<file path="config.mk">
export PLATFORM = sky130hd
export DESIGN_NAME = k_nearest_heap_vote_flat
export DESIGN_NICKNAME = d
export VERILOG_FILES = /design/src/rtl/knhv_pkg.sv /design/src/rtl/knhv_req_if.sv /design/src/rtl/knhv_rsp_if.sv /design/src/rtl/k_nearest_heap_vote.sv /design/src/rtl/knhv_sift_pick.sv /design/src/flat_wrapper.sv
export SDC_FILE = /design/constraint.sdc
export NUM_CORES = 2
export LEC_CHECK = 0
export ABC_AREA = 1
export BUFFER_PORTS_ARGS = -buffer_cell sky130_fd_sc_hd__buf_4
export CELL_PAD_IN_SITES_DETAIL_PLACEMENT = 0
export CELL_PAD_IN_SITES_GLOBAL_PLACEMENT = 2
export CORE_AREA = 4 4 339 341
export CTS_BUF_LIST = sky130_fd_sc_hd__clkbuf_16
export DETAILED_ROUTE_END_ITERATION = 16
export DIE_AREA = 0 0 343 345
export PLACE_DENSITY_LB_ADDON = 0.1
export SLEW_MARGIN = 20
export SYNTH_ARGS = -nofsm -noshare
export SYNTH_HDL_FRONTEND = slang
export SYNTH_SLANG_ARGS = --single-unit
</file>
<file path="constraint.sdc">
create_clock -name clock -period 5.6 [get_ports clock]
set_input_delay 0 -clock clock [delete_from_list [all_inputs] [get_ports clock]]
set_output_delay 0 -clock clock [all_outputs]
set_load 0.01 [all_outputs]
</file>
<file path="src/rtl/knhv_pkg.sv">
// ----------------------------------------------------------------------------
// knhv_pkg
// Shared constants, types and helpers of the k-nearest heap vote block.
// ----------------------------------------------------------------------------
package knhv_pkg;

   localparam int NEIGHBOR_COUNT = 15;
   localparam int HEAP_SLOTS     = NEIGHBOR_COUNT + 1;
   localparam int IDX_W          = $clog2(HEAP_SLOTS);
   localparam int CNT_W          = $clog2(HEAP_SLOTS);
   localparam int MODE_W         = 2;
   localparam int DIST_W         = 32;
   localparam int CLASS_W        = 8;
   localparam int VOTE_W         = 6;

   typedef logic [IDX_W-1:0] idx_type;

   localparam idx_type LAST_IDX = IDX_W'(NEIGHBOR_COUNT);

   typedef enum logic [MODE_W-1:0] {
      MODE_INSERT = 2'd0,
      MODE_ELECT  = 2'd1,
      MODE_CLEAR  = 2'd2,
      MODE_NOP    = 2'd3
   } mode_type;

   typedef enum logic [2:0] {
      ST_IDLE,
      ST_ROOT,
      ST_SIFT,
      ST_E_NEXT,
      ST_E_SCAN,
      ST_DONE
   } state_type;

   typedef struct packed {
      logic [DIST_W-1:0]  distance;
      logic [CLASS_W-1:0] cls;
   } slot_type;

   typedef struct packed {
      logic    descend;
      logic    pick_right;
      idx_type pick;
   } sift_ctl_type;

   function automatic idx_type child_left(idx_type node);
      child_left = IDX_W'({node, 1'b1});
   endfunction

   function automatic idx_type child_right(idx_type node);
      child_right = IDX_W'({node, 1'b1} + (IDX_W + 1)'(1));
   endfunction

endpackage

</file>
<file path="src/rtl/knhv_req_if.sv">
// ----------------------------------------------------------------------------
// knhv_req_if
// Request channel: one beat carries an operation with its distance and class.
// ----------------------------------------------------------------------------
interface knhv_req_if;
   import knhv_pkg::*;

   logic                   valid;
   logic                   ready;
   logic [MODE_W-1:0]      mode;
   logic [DIST_W-1:0]      distance;
   logic [CLASS_W-1:0]     class_id;

   modport source (output valid, mode, distance, class_id, input ready);
   modport sink   (input valid, mode, distance, class_id, output ready);
endinterface

</file>
<file path="src/rtl/knhv_rsp_if.sv">
// ----------------------------------------------------------------------------
// knhv_rsp_if
// Response channel: one beat per request with the insert and vote results.
// ----------------------------------------------------------------------------
interface knhv_rsp_if;
   import knhv_pkg::*;

   logic                   valid;
   logic                   ready;
   logic                   accepted;
   logic [CLASS_W-1:0]     winner_class;
   logic [VOTE_W-1:0]      vote_count;
   logic                   found;

   modport source (output valid, accepted, winner_class, vote_count, found, input ready);
   modport sink   (input valid, accepted, winner_class, vote_count, found, output ready);
endinterface

</file>
<file path="src/rtl/k_nearest_heap_vote.sv">
// ----------------------------------------------------------------------------
// k_nearest_heap_vote
// Bounded max-heap of the nearest candidates with a majority class vote.
// ----------------------------------------------------------------------------
// The heap entries live in one synchronous memory with two read ports and a
// valid flag per slot in flip-flops, so reset and clear empty the heap at
// once. An insert reads and tests the root; if the entry is taken, it then
// does one memory read, compare and write-back per heap level until the
// entry settles. An elect sweeps the memory with one read port per compared
// slot: for each valid slot among slots one to K it counts the valid slots
// of the same class, and it skips each empty slot. Clear and the unused
// mode go straight to the response beat. One request is worked on at a
// time; a new request beat is taken while the previous response beat still
// waits.
// ----------------------------------------------------------------------------
module k_nearest_heap_vote (
   input  logic         clock,
   input  logic         reset,
   knhv_req_if.sink     req_chan,
   knhv_rsp_if.source   rsp_chan
);
   import knhv_pkg::*;

   state_type              state_ff, state_in;
   idx_type                idx_ff, idx_in;
   idx_type                jdx_ff, jdx_in;
   logic [CNT_W-1:0]       ballot_ff, ballot_in;
   logic [CNT_W-1:0]       votes_ff, votes_in;
   logic [CLASS_W-1:0]     best_ff, best_in;
   logic                   any_ff, any_in;
   logic                   accepted_ff, accepted_in;
   logic [HEAP_SLOTS-1:0]  valid_ff, valid_in;
   logic                   rsp_valid_ff, rsp_valid_in;
   slot_type               item_ff;

   slot_type               slot_mem_ff [HEAP_SLOTS];
   slot_type               rdata_a_ff;
   slot_type               rdata_b_ff;
   idx_type                rd_addr_b_ff;

   logic                   we;
   idx_type                waddr;
   slot_type               wdata;
   idx_type                addr_a;
   idx_type                addr_b;
   logic                   load_rsp;
   logic                   match;
   logic [CNT_W-1:0]       count;
   sift_ctl_type           ctl;

   logic                   rsp_accepted_ff;
   logic [CLASS_W-1:0]     rsp_winner_ff;
   logic [VOTE_W-1:0]      rsp_votes_ff;
   logic                   rsp_found_ff;

   knhv_sift_pick u_sift_pick (
      .node          (idx_ff),
      .left_slot     (rdata_a_ff),
      .right_slot    (rdata_b_ff),
      .slot_valid    (valid_ff),
      .item_distance (item_ff.distance),
      .ctl           (ctl)
   );

   always_ff @(posedge clock) begin
      if (we) begin
         slot_mem_ff[waddr] <= wdata;
      end
      rdata_a_ff   <= slot_mem_ff[addr_a];
      rdata_b_ff   <= slot_mem_ff[addr_b];
      rd_addr_b_ff <= addr_b;
   end

   always_comb begin
      state_in    = state_ff;
      idx_in      = idx_ff;
      jdx_in      = jdx_ff;
      ballot_in   = ballot_ff;
      votes_in    = votes_ff;
      best_in     = best_ff;
      any_in      = any_ff;
      accepted_in = accepted_ff;
      valid_in    = valid_ff;
      we          = 1'b0;
      waddr       = idx_ff;
      wdata       = item_ff;
      addr_a      = '0;
      addr_b      = '0;
      load_rsp    = 1'b0;
      match       = 1'b0;
      count       = ballot_ff;
      req_chan.ready = 1'b0;

      case (state_ff)
         ST_IDLE: begin
            req_chan.ready = 1'b1;
            if (req_chan.valid) begin
               accepted_in = 1'b0;
               best_in     = '0;
               votes_in    = '0;
               any_in      = 1'b0;
               case (mode_type'(req_chan.mode))
                  MODE_INSERT: begin
                     idx_in   = '0;
                     state_in = ST_ROOT;
                  end
                  MODE_ELECT: begin
                     idx_in   = IDX_W'(1);
                     state_in = ST_E_NEXT;
                  end
                  MODE_CLEAR: begin
                     valid_in = '0;
                     state_in = ST_DONE;
                  end
                  default: begin
                     state_in = ST_DONE;
                  end
               endcase
            end
         end

         ST_ROOT: begin
            addr_a = child_left(idx_ff);
            addr_b = child_right(idx_ff);
            if (valid_ff[0] && (rdata_a_ff.distance < item_ff.distance)) begin
               state_in = ST_DONE;
            end else begin
               accepted_in = 1'b1;
               state_in    = ST_SIFT;
            end
         end

         ST_SIFT: begin
            addr_a = child_left(ctl.pick);
            addr_b = child_right(ctl.pick);
            we     = 1'b1;
            if (ctl.descend) begin
               wdata            = ctl.pick_right ? rdata_b_ff : rdata_a_ff;
               valid_in[idx_ff] = valid_ff[ctl.pick];
               idx_in           = ctl.pick;
            end else begin
               wdata            = item_ff;
               valid_in[idx_ff] = 1'b1;
               state_in         = ST_DONE;
            end
         end

         ST_E_NEXT: begin
            addr_a = idx_ff;
            addr_b = IDX_W'(1);
            if (valid_ff[idx_ff]) begin
               ballot_in = '0;
               jdx_in    = IDX_W'(2);
               state_in  = ST_E_SCAN;
            end else if (idx_ff == LAST_IDX) begin
               state_in = ST_DONE;
            end else begin
               idx_in = idx_ff + IDX_W'(1);
            end
         end

         ST_E_SCAN: begin
            addr_a = idx_ff;
            addr_b = jdx_ff;
            match  = valid_ff[rd_addr_b_ff] && (rdata_a_ff.cls == rdata_b_ff.cls);
            count  = ballot_ff + CNT_W'(match);
            jdx_in = jdx_ff + IDX_W'(1);
            if (rd_addr_b_ff == LAST_IDX) begin
               // A tie goes to the later slot.
               if (count >= votes_ff) begin
                  best_in  = rdata_a_ff.cls;
                  votes_in = count;
               end
               any_in = 1'b1;
               if (idx_ff == LAST_IDX) begin
                  state_in = ST_DONE;
               end else begin
                  idx_in   = idx_ff + IDX_W'(1);
                  state_in = ST_E_NEXT;
               end
            end else begin
               ballot_in = count;
            end
         end

         ST_DONE: begin
            if (!rsp_valid_ff || rsp_chan.ready) begin
               load_rsp = 1'b1;
               state_in = ST_IDLE;
            end
         end

         default: begin
            state_in = ST_IDLE;
         end
      endcase
   end

   always_comb begin
      if (load_rsp) begin
         rsp_valid_in = 1'b1;
      end else if (rsp_chan.ready) begin
         rsp_valid_in = 1'b0;
      end else begin
         rsp_valid_in = rsp_valid_ff;
      end
   end

   always_ff @(posedge clock) begin
      if (reset) begin
         state_ff     <= ST_IDLE;
         idx_ff       <= '0;
         jdx_ff       <= '0;
         ballot_ff    <= '0;
         votes_ff     <= '0;
         best_ff      <= '0;
         any_ff       <= 1'b0;
         accepted_ff  <= 1'b0;
         valid_ff     <= '0;
         rsp_valid_ff <= 1'b0;
      end else begin
         state_ff     <= state_in;
         idx_ff       <= idx_in;
         jdx_ff       <= jdx_in;
         ballot_ff    <= ballot_in;
         votes_ff     <= votes_in;
         best_ff      <= best_in;
         any_ff       <= any_in;
         accepted_ff  <= accepted_in;
         valid_ff     <= valid_in;
         rsp_valid_ff <= rsp_valid_in;
      end
   end

   always_ff @(posedge clock) begin
      if (req_chan.valid && req_chan.ready) begin
         item_ff.distance <= req_chan.distance;
         item_ff.cls      <= req_chan.class_id;
      end
      if (load_rsp) begin
         rsp_accepted_ff <= accepted_ff;
         rsp_winner_ff   <= best_ff;
         rsp_votes_ff    <= VOTE_W'(votes_ff);
         rsp_found_ff    <= any_ff;
      end
   end

   assign rsp_chan.valid        = rsp_valid_ff;
   assign rsp_chan.accepted     = rsp_accepted_ff;
   assign rsp_chan.winner_class = rsp_winner_ff;
   assign rsp_chan.vote_count   = rsp_votes_ff;
   assign rsp_chan.found        = rsp_found_ff;

endmodule

</file>
<file path="src/rtl/knhv_sift_pick.sv">
// ----------------------------------------------------------------------------
// knhv_sift_pick
// One level of the heap sift-down: chooses the child that ranks higher and
// decides whether the travelling entry moves below it.
// ----------------------------------------------------------------------------
module knhv_sift_pick (
   input  knhv_pkg::idx_type                 node,
   input  knhv_pkg::slot_type                left_slot,
   input  knhv_pkg::slot_type                right_slot,
   input  logic [knhv_pkg::HEAP_SLOTS-1:0]   slot_valid,
   input  logic [knhv_pkg::DIST_W-1:0]       item_distance,
   output knhv_pkg::sift_ctl_type            ctl
);
   import knhv_pkg::*;

   localparam logic [IDX_W+1:0] SLOTS_WIDE = (IDX_W + 2)'(HEAP_SLOTS);

   logic [IDX_W+1:0]  left_wide;
   logic [IDX_W+1:0]  right_wide;
   logic              has_left;
   logic              has_right;
   idx_type           left_idx;
   idx_type           right_idx;
   logic              valid_left;
   logic              valid_right;
   logic              right_above;
   logic              pick_valid;
   logic [DIST_W-1:0] pick_dist;

   always_comb begin
      left_wide   = {1'b0, node, 1'b1};
      right_wide  = left_wide + (IDX_W + 2)'(1);
      has_left    = left_wide < SLOTS_WIDE;
      has_right   = right_wide < SLOTS_WIDE;
      left_idx    = left_wide[IDX_W-1:0];
      right_idx   = right_wide[IDX_W-1:0];
      valid_left  = slot_valid[left_idx];
      valid_right = slot_valid[right_idx];

      // An empty slot ranks above any stored distance.
      right_above = has_right &&
                    (!valid_right ||
                     (valid_left && (right_slot.distance > left_slot.distance)));
      pick_valid  = right_above ? valid_right : valid_left;
      pick_dist   = right_above ? right_slot.distance : left_slot.distance;

      ctl.pick_right = right_above;
      ctl.pick       = right_above ? right_idx : left_idx;
      ctl.descend    = has_left && (!pick_valid || (pick_dist > item_distance));
   end

endmodule
</file>
<file path="src/flat_wrapper.sv">
// flat-port wrapper written by rule: the top's interface ports become plain ports
module k_nearest_heap_vote_flat import knhv_pkg::*;
  (clock, reset, req_chan_valid, req_chan_mode, req_chan_distance, req_chan_class_id, req_chan_ready, rsp_chan_valid, rsp_chan_accepted, rsp_chan_winner_class, rsp_chan_vote_count, rsp_chan_found, rsp_chan_ready);
  knhv_req_if req_chan_i ();
  knhv_rsp_if rsp_chan_i ();
  input  logic clock;
  input  logic reset;
  input wire logic [$bits(req_chan_i.valid)-1:0] req_chan_valid;
  input wire logic [$bits(req_chan_i.mode)-1:0] req_chan_mode;
  input wire logic [$bits(req_chan_i.distance)-1:0] req_chan_distance;
  input wire logic [$bits(req_chan_i.class_id)-1:0] req_chan_class_id;
  output wire logic [$bits(req_chan_i.ready)-1:0] req_chan_ready;
  output wire logic [$bits(rsp_chan_i.valid)-1:0] rsp_chan_valid;
  output wire logic [$bits(rsp_chan_i.accepted)-1:0] rsp_chan_accepted;
  output wire logic [$bits(rsp_chan_i.winner_class)-1:0] rsp_chan_winner_class;
  output wire logic [$bits(rsp_chan_i.vote_count)-1:0] rsp_chan_vote_count;
  output wire logic [$bits(rsp_chan_i.found)-1:0] rsp_chan_found;
  input wire logic [$bits(rsp_chan_i.ready)-1:0] rsp_chan_ready;
  assign req_chan_i.valid = req_chan_valid;
  assign req_chan_i.mode = req_chan_mode;
  assign req_chan_i.distance = req_chan_distance;
  assign req_chan_i.class_id = req_chan_class_id;
  assign req_chan_ready = req_chan_i.ready;
  assign rsp_chan_valid = rsp_chan_i.valid;
  assign rsp_chan_accepted = rsp_chan_i.accepted;
  assign rsp_chan_winner_class = rsp_chan_i.winner_class;
  assign rsp_chan_vote_count = rsp_chan_i.vote_count;
  assign rsp_chan_found = rsp_chan_i.found;
  assign rsp_chan_i.ready = rsp_chan_ready;
  k_nearest_heap_vote u_core (.clock(clock), .reset(reset), .req_chan(req_chan_i), .rsp_chan(rsp_chan_i));
endmodule
</file>
==> flow_metrics.tcl <==
set metrics [dict create \
    status "finished, final reports clean" \
    io_buffers 61 \
    power_density_nw_per_um2 528 \
    mappedNetlistArea_um2 43500 \
    path_clk_slew_ns 0.06 \
    synthArstFlopShare_pct 0 \
    hold_viol 0 \
    clkLatencyLatePin_ns 0.68 \
    globalplace.congestion 0.810 \
    fmax_mhz 198 \
    drc_errors 0 \
    cts_buffer_depth 3 \
    nets 5392 \
    hold_path_class "in2reg" \
    coreArea_um2 112000 \
    synth_fa_ha_area_share_pct 3.05 \
    cp-end-kind "flop" \
    rsz0062_at_grt "false" \
    yosys_warnings 0 \
    cts_buffers 98 \
    cpMostUsedCell "nand2_1" \
    start_kind "flop" \
    wl_met2_um 72700 \
    min_period_ns 5.04 \
    yosys.area_share.simple_pct 23.7 \
    grt_overflow 0 \
    fin_area_um2 49300 \
    area_growth_pct 13.4 \
    cp.arrival_ns 5.54 \
    hpwl_um 82600 \
    worst_slew_pin_slew_ns 1.19 \
    wirelength_um 153000 \
    cts-htree-levels 3 \
    rows 123 \
    comb_power_share_pct 44.0 \
    die_h_um 345 \
    wl_per_cell_um 22.5 \
    met3_length_um 8730 \
    root_buffer "clkbuf_16" \
    fin_ws_ns 0.562 \
    cts.sinks 824 \
    grt_pass1_vias 33500 \
    crit_family "simple AND/OR/NAND/NOR gates" \
    fillCellCount 11200 \
    period_share_pct 90.0 \
    setup_violations 0 \
    maxUsedRoutingLayer "met4" \
    synth_top_family_by_area "simple AND/OR/NAND/NOR gates" \
    synth_compound_area_share_pct 11.3 \
    crit_fanout 18 \
    ys.flop_type "edfxtp_1" \
    track_usage_pct 25.4 \
    fp.dieW_um 343 \
    cp_slowest_stage_delay_ns 0.36 \
    drv_slew 0 \
    skew_ns 0.0259 \
    critPathBufInv 7 \
    met1Wirelength_um 68200 \
    power.share.sequential_pct 31.9 \
    cp_slowest_cell "a21oi_1" \
    power_switching_w 0.0110 \
    final_antenna_net_count 0 \
    cts_tree "built" \
    p_leak_nw 20.0 \
    cp.required_ns 6.10 \
    synth_xor_area_share_pct 0.161 \
    worstSetupPathType "reg2reg" \
    ys_ff_latch 824 \
    grt_max_degree 210 \
    ios 64 \
    tns_ns 0 \
    place_area_um2 45600 \
    viasPerCell 5.21 \
    p_int_w 0.0150 \
    preCtsSetupSlack_ns 0.324 \
    initial_core_util_pct 38.9 \
    synth-edff-count 694 \
    antenna_found_initial 1 \
    grt_pass1_wl_um 224000 \
    synthMuxAreaShare_pct 0 \
    drtIter0Drc 2906 \
    ir_drop_mv 0.368 \
    die-area_um2 118000 \
    cap_violations 0 \
    relSlewSlack_pct 20.8 \
    totalPowerFinal_w 0.0260 \
    clkPwrFrac_pct 24.1 \
    postSynthAreaPerCell_um2 8.30 \
    yosysUniqueCellTypes 48 \
    seq_area_frac_synth_pct 53.9 \
    syn_inst 5240 \
    drive_above_1_share_pct 7.49 \
    vias 35500 \
    p_sw_share_pct 42.4 \
    first_pass_iters 5 \
]
## logic make-up (layout without fill, tap and decap cells)
| group | count (synthesis) | in the layout |
|---|---|---|
| simple gates | 2541 | 2541 |
| compound gates | 954 | 954 |
| flops | 824 | 824 |
| buf+inv | 806 | 889 |
| fa+ha+maj | 106 | 106 |
| xor+xnor | 8 | 8 |
| other cells | 1 | 4 |
## per-layer routing
metal	track usage [%]	vias to the layer above
met3	3.25	218
met1	34.7	16900
met5	0	-
met4	6.61	0
li1	-	17400
met2	42.7	998
## synth_stat cells, types with 17 or more instances
library cell | number | area [um^2]
a21oi_1 | 376 | 1880
clkbuf_1 | 98 | 368
dfxtp_1 | 130 | 2600
buf_4 | 49 | 368
buf_2 | 156 | 781
nand3_1 | 511 | 2560
buf_1 | 27 | 101
nor3_1 | 17 | 85.1
nand2_1 | 1618 | 6070
edfxtp_1 | 694 | 20800
o21ai_0 | 476 | 2380
nor2_1 | 361 | 1360
o21ai_1 | 56 | 280
inv_1 | 462 | 1730
ha_1 | 106 | 1330
## registers in the layout (all words and copies together), names as in the netlist, 3 cells and up
| register | cells |
|---|---|
| u_core.item_ff | 40 |
| u_core.votes_ff | 4 |
| u_core.best_ff | 8 |
| u_core.rd_addr_b_ff | 4 |
| u_core.ballot_ff | 4 |
| u_core.rsp_chan.winner_class | 8 |
| u_core.idx_ff | 4 |
| u_core.rdata_a_ff | 40 |
| u_core.valid_ff | 16 |
| u_core.rsp_chan.vote_count | 4 |
| u_core.jdx_ff | 4 |
| u_core.slot_mem_ff | 640 |
| u_core.state_ff | 3 |
| u_core.rdata_b_ff | 40 |
## per-stage QoR
stage,hold WS [ns],instances,util (%)
after floorplan,0.0989,5241,-
after global placement,0.178,6586,40.7
after detailed placement,0.179,6586,40.7
after global routing,0.0292,6824,44.1
final,0.0500,6826,44.1
after CTS,0.000529,6824,44.0
## power by group through the flow
stage          Sequential (W)  Clock, W  Combinational, W
6_report              0.00831   0.00628            0.0115
5_1_grt               0.00836   0.00668            0.0129
4_1_cts               0.00831   0.00642            0.0115
3_5_place_dp          0.00843         0            0.0114
3_3_place_gp          0.00841         0            0.0115
2_1_floorplan         0.00829         0           0.00775
## final timing paths
path / slack (ns) / endpoint / startpoint / cells past startpoint
worst max-delay path: 0.56 / u_core.slot_mem_ff[12][12] / u_core.rdata_a_ff[27] / 30
worst min-delay path: 0.05 / u_core.item_ff[29] / req_chan_distance[21] / 2
worst max register to register: 0.56 / u_core.slot_mem_ff[12][12] / u_core.rdata_a_ff[27] / 30
worst min register to register: 0.42 / u_core.rsp_chan.winner_class[5] / u_core.best_ff[5] / 0
## timing repair
action	4_1_cts	5_1_grt
hold endpoints to repair	87	0
resized for setup	0	11
hold buffers	54	0
setup buffers	0	0
setup endpoints to repair	0	176
## area by class of cell
| class | instances | area [um^2] | share of cell area (%) |
|---|---|---|---|
| sequential | 824 | 23400 | 47.5 |
| multi-input combinational | 3611 | 16900 | 34.3 |
| clock buffer | 101 | 2530 | 5.12 |
| timing repair buffer | 230 | 2160 | 4.38 |
| tap | 1500 | 1880 | 3.81 |
| inverter | 475 | 1790 | 3.64 |
| clock inverter | 83 | 612 | 1.24 |
| antenna | 2 | 5.00 | 0.0101 |
## placed cells by master (no fill, tap or decap), types with 8 or more instances in the layout
cell / instances
a21oi_1: 376
buf_12: 24
buf_4: 152
bufinv_16: 9
clkbuf_16: 101
clkinv_1: 23
clkinv_2: 21
dfxtp_1: 130
dlygate4sd3_1: 54
edfxtp_1: 694
ha_1: 106
inv_1: 482
inv_2: 11
nand2_1: 1616
nand3_1: 511
nand4_1: 8
nor2_1: 356
nor3_2: 12
o211ai_1: 14
o21ai_0: 474
o21ai_1: 38
o21ai_2: 19
Power figures use the tool's default switching activity.
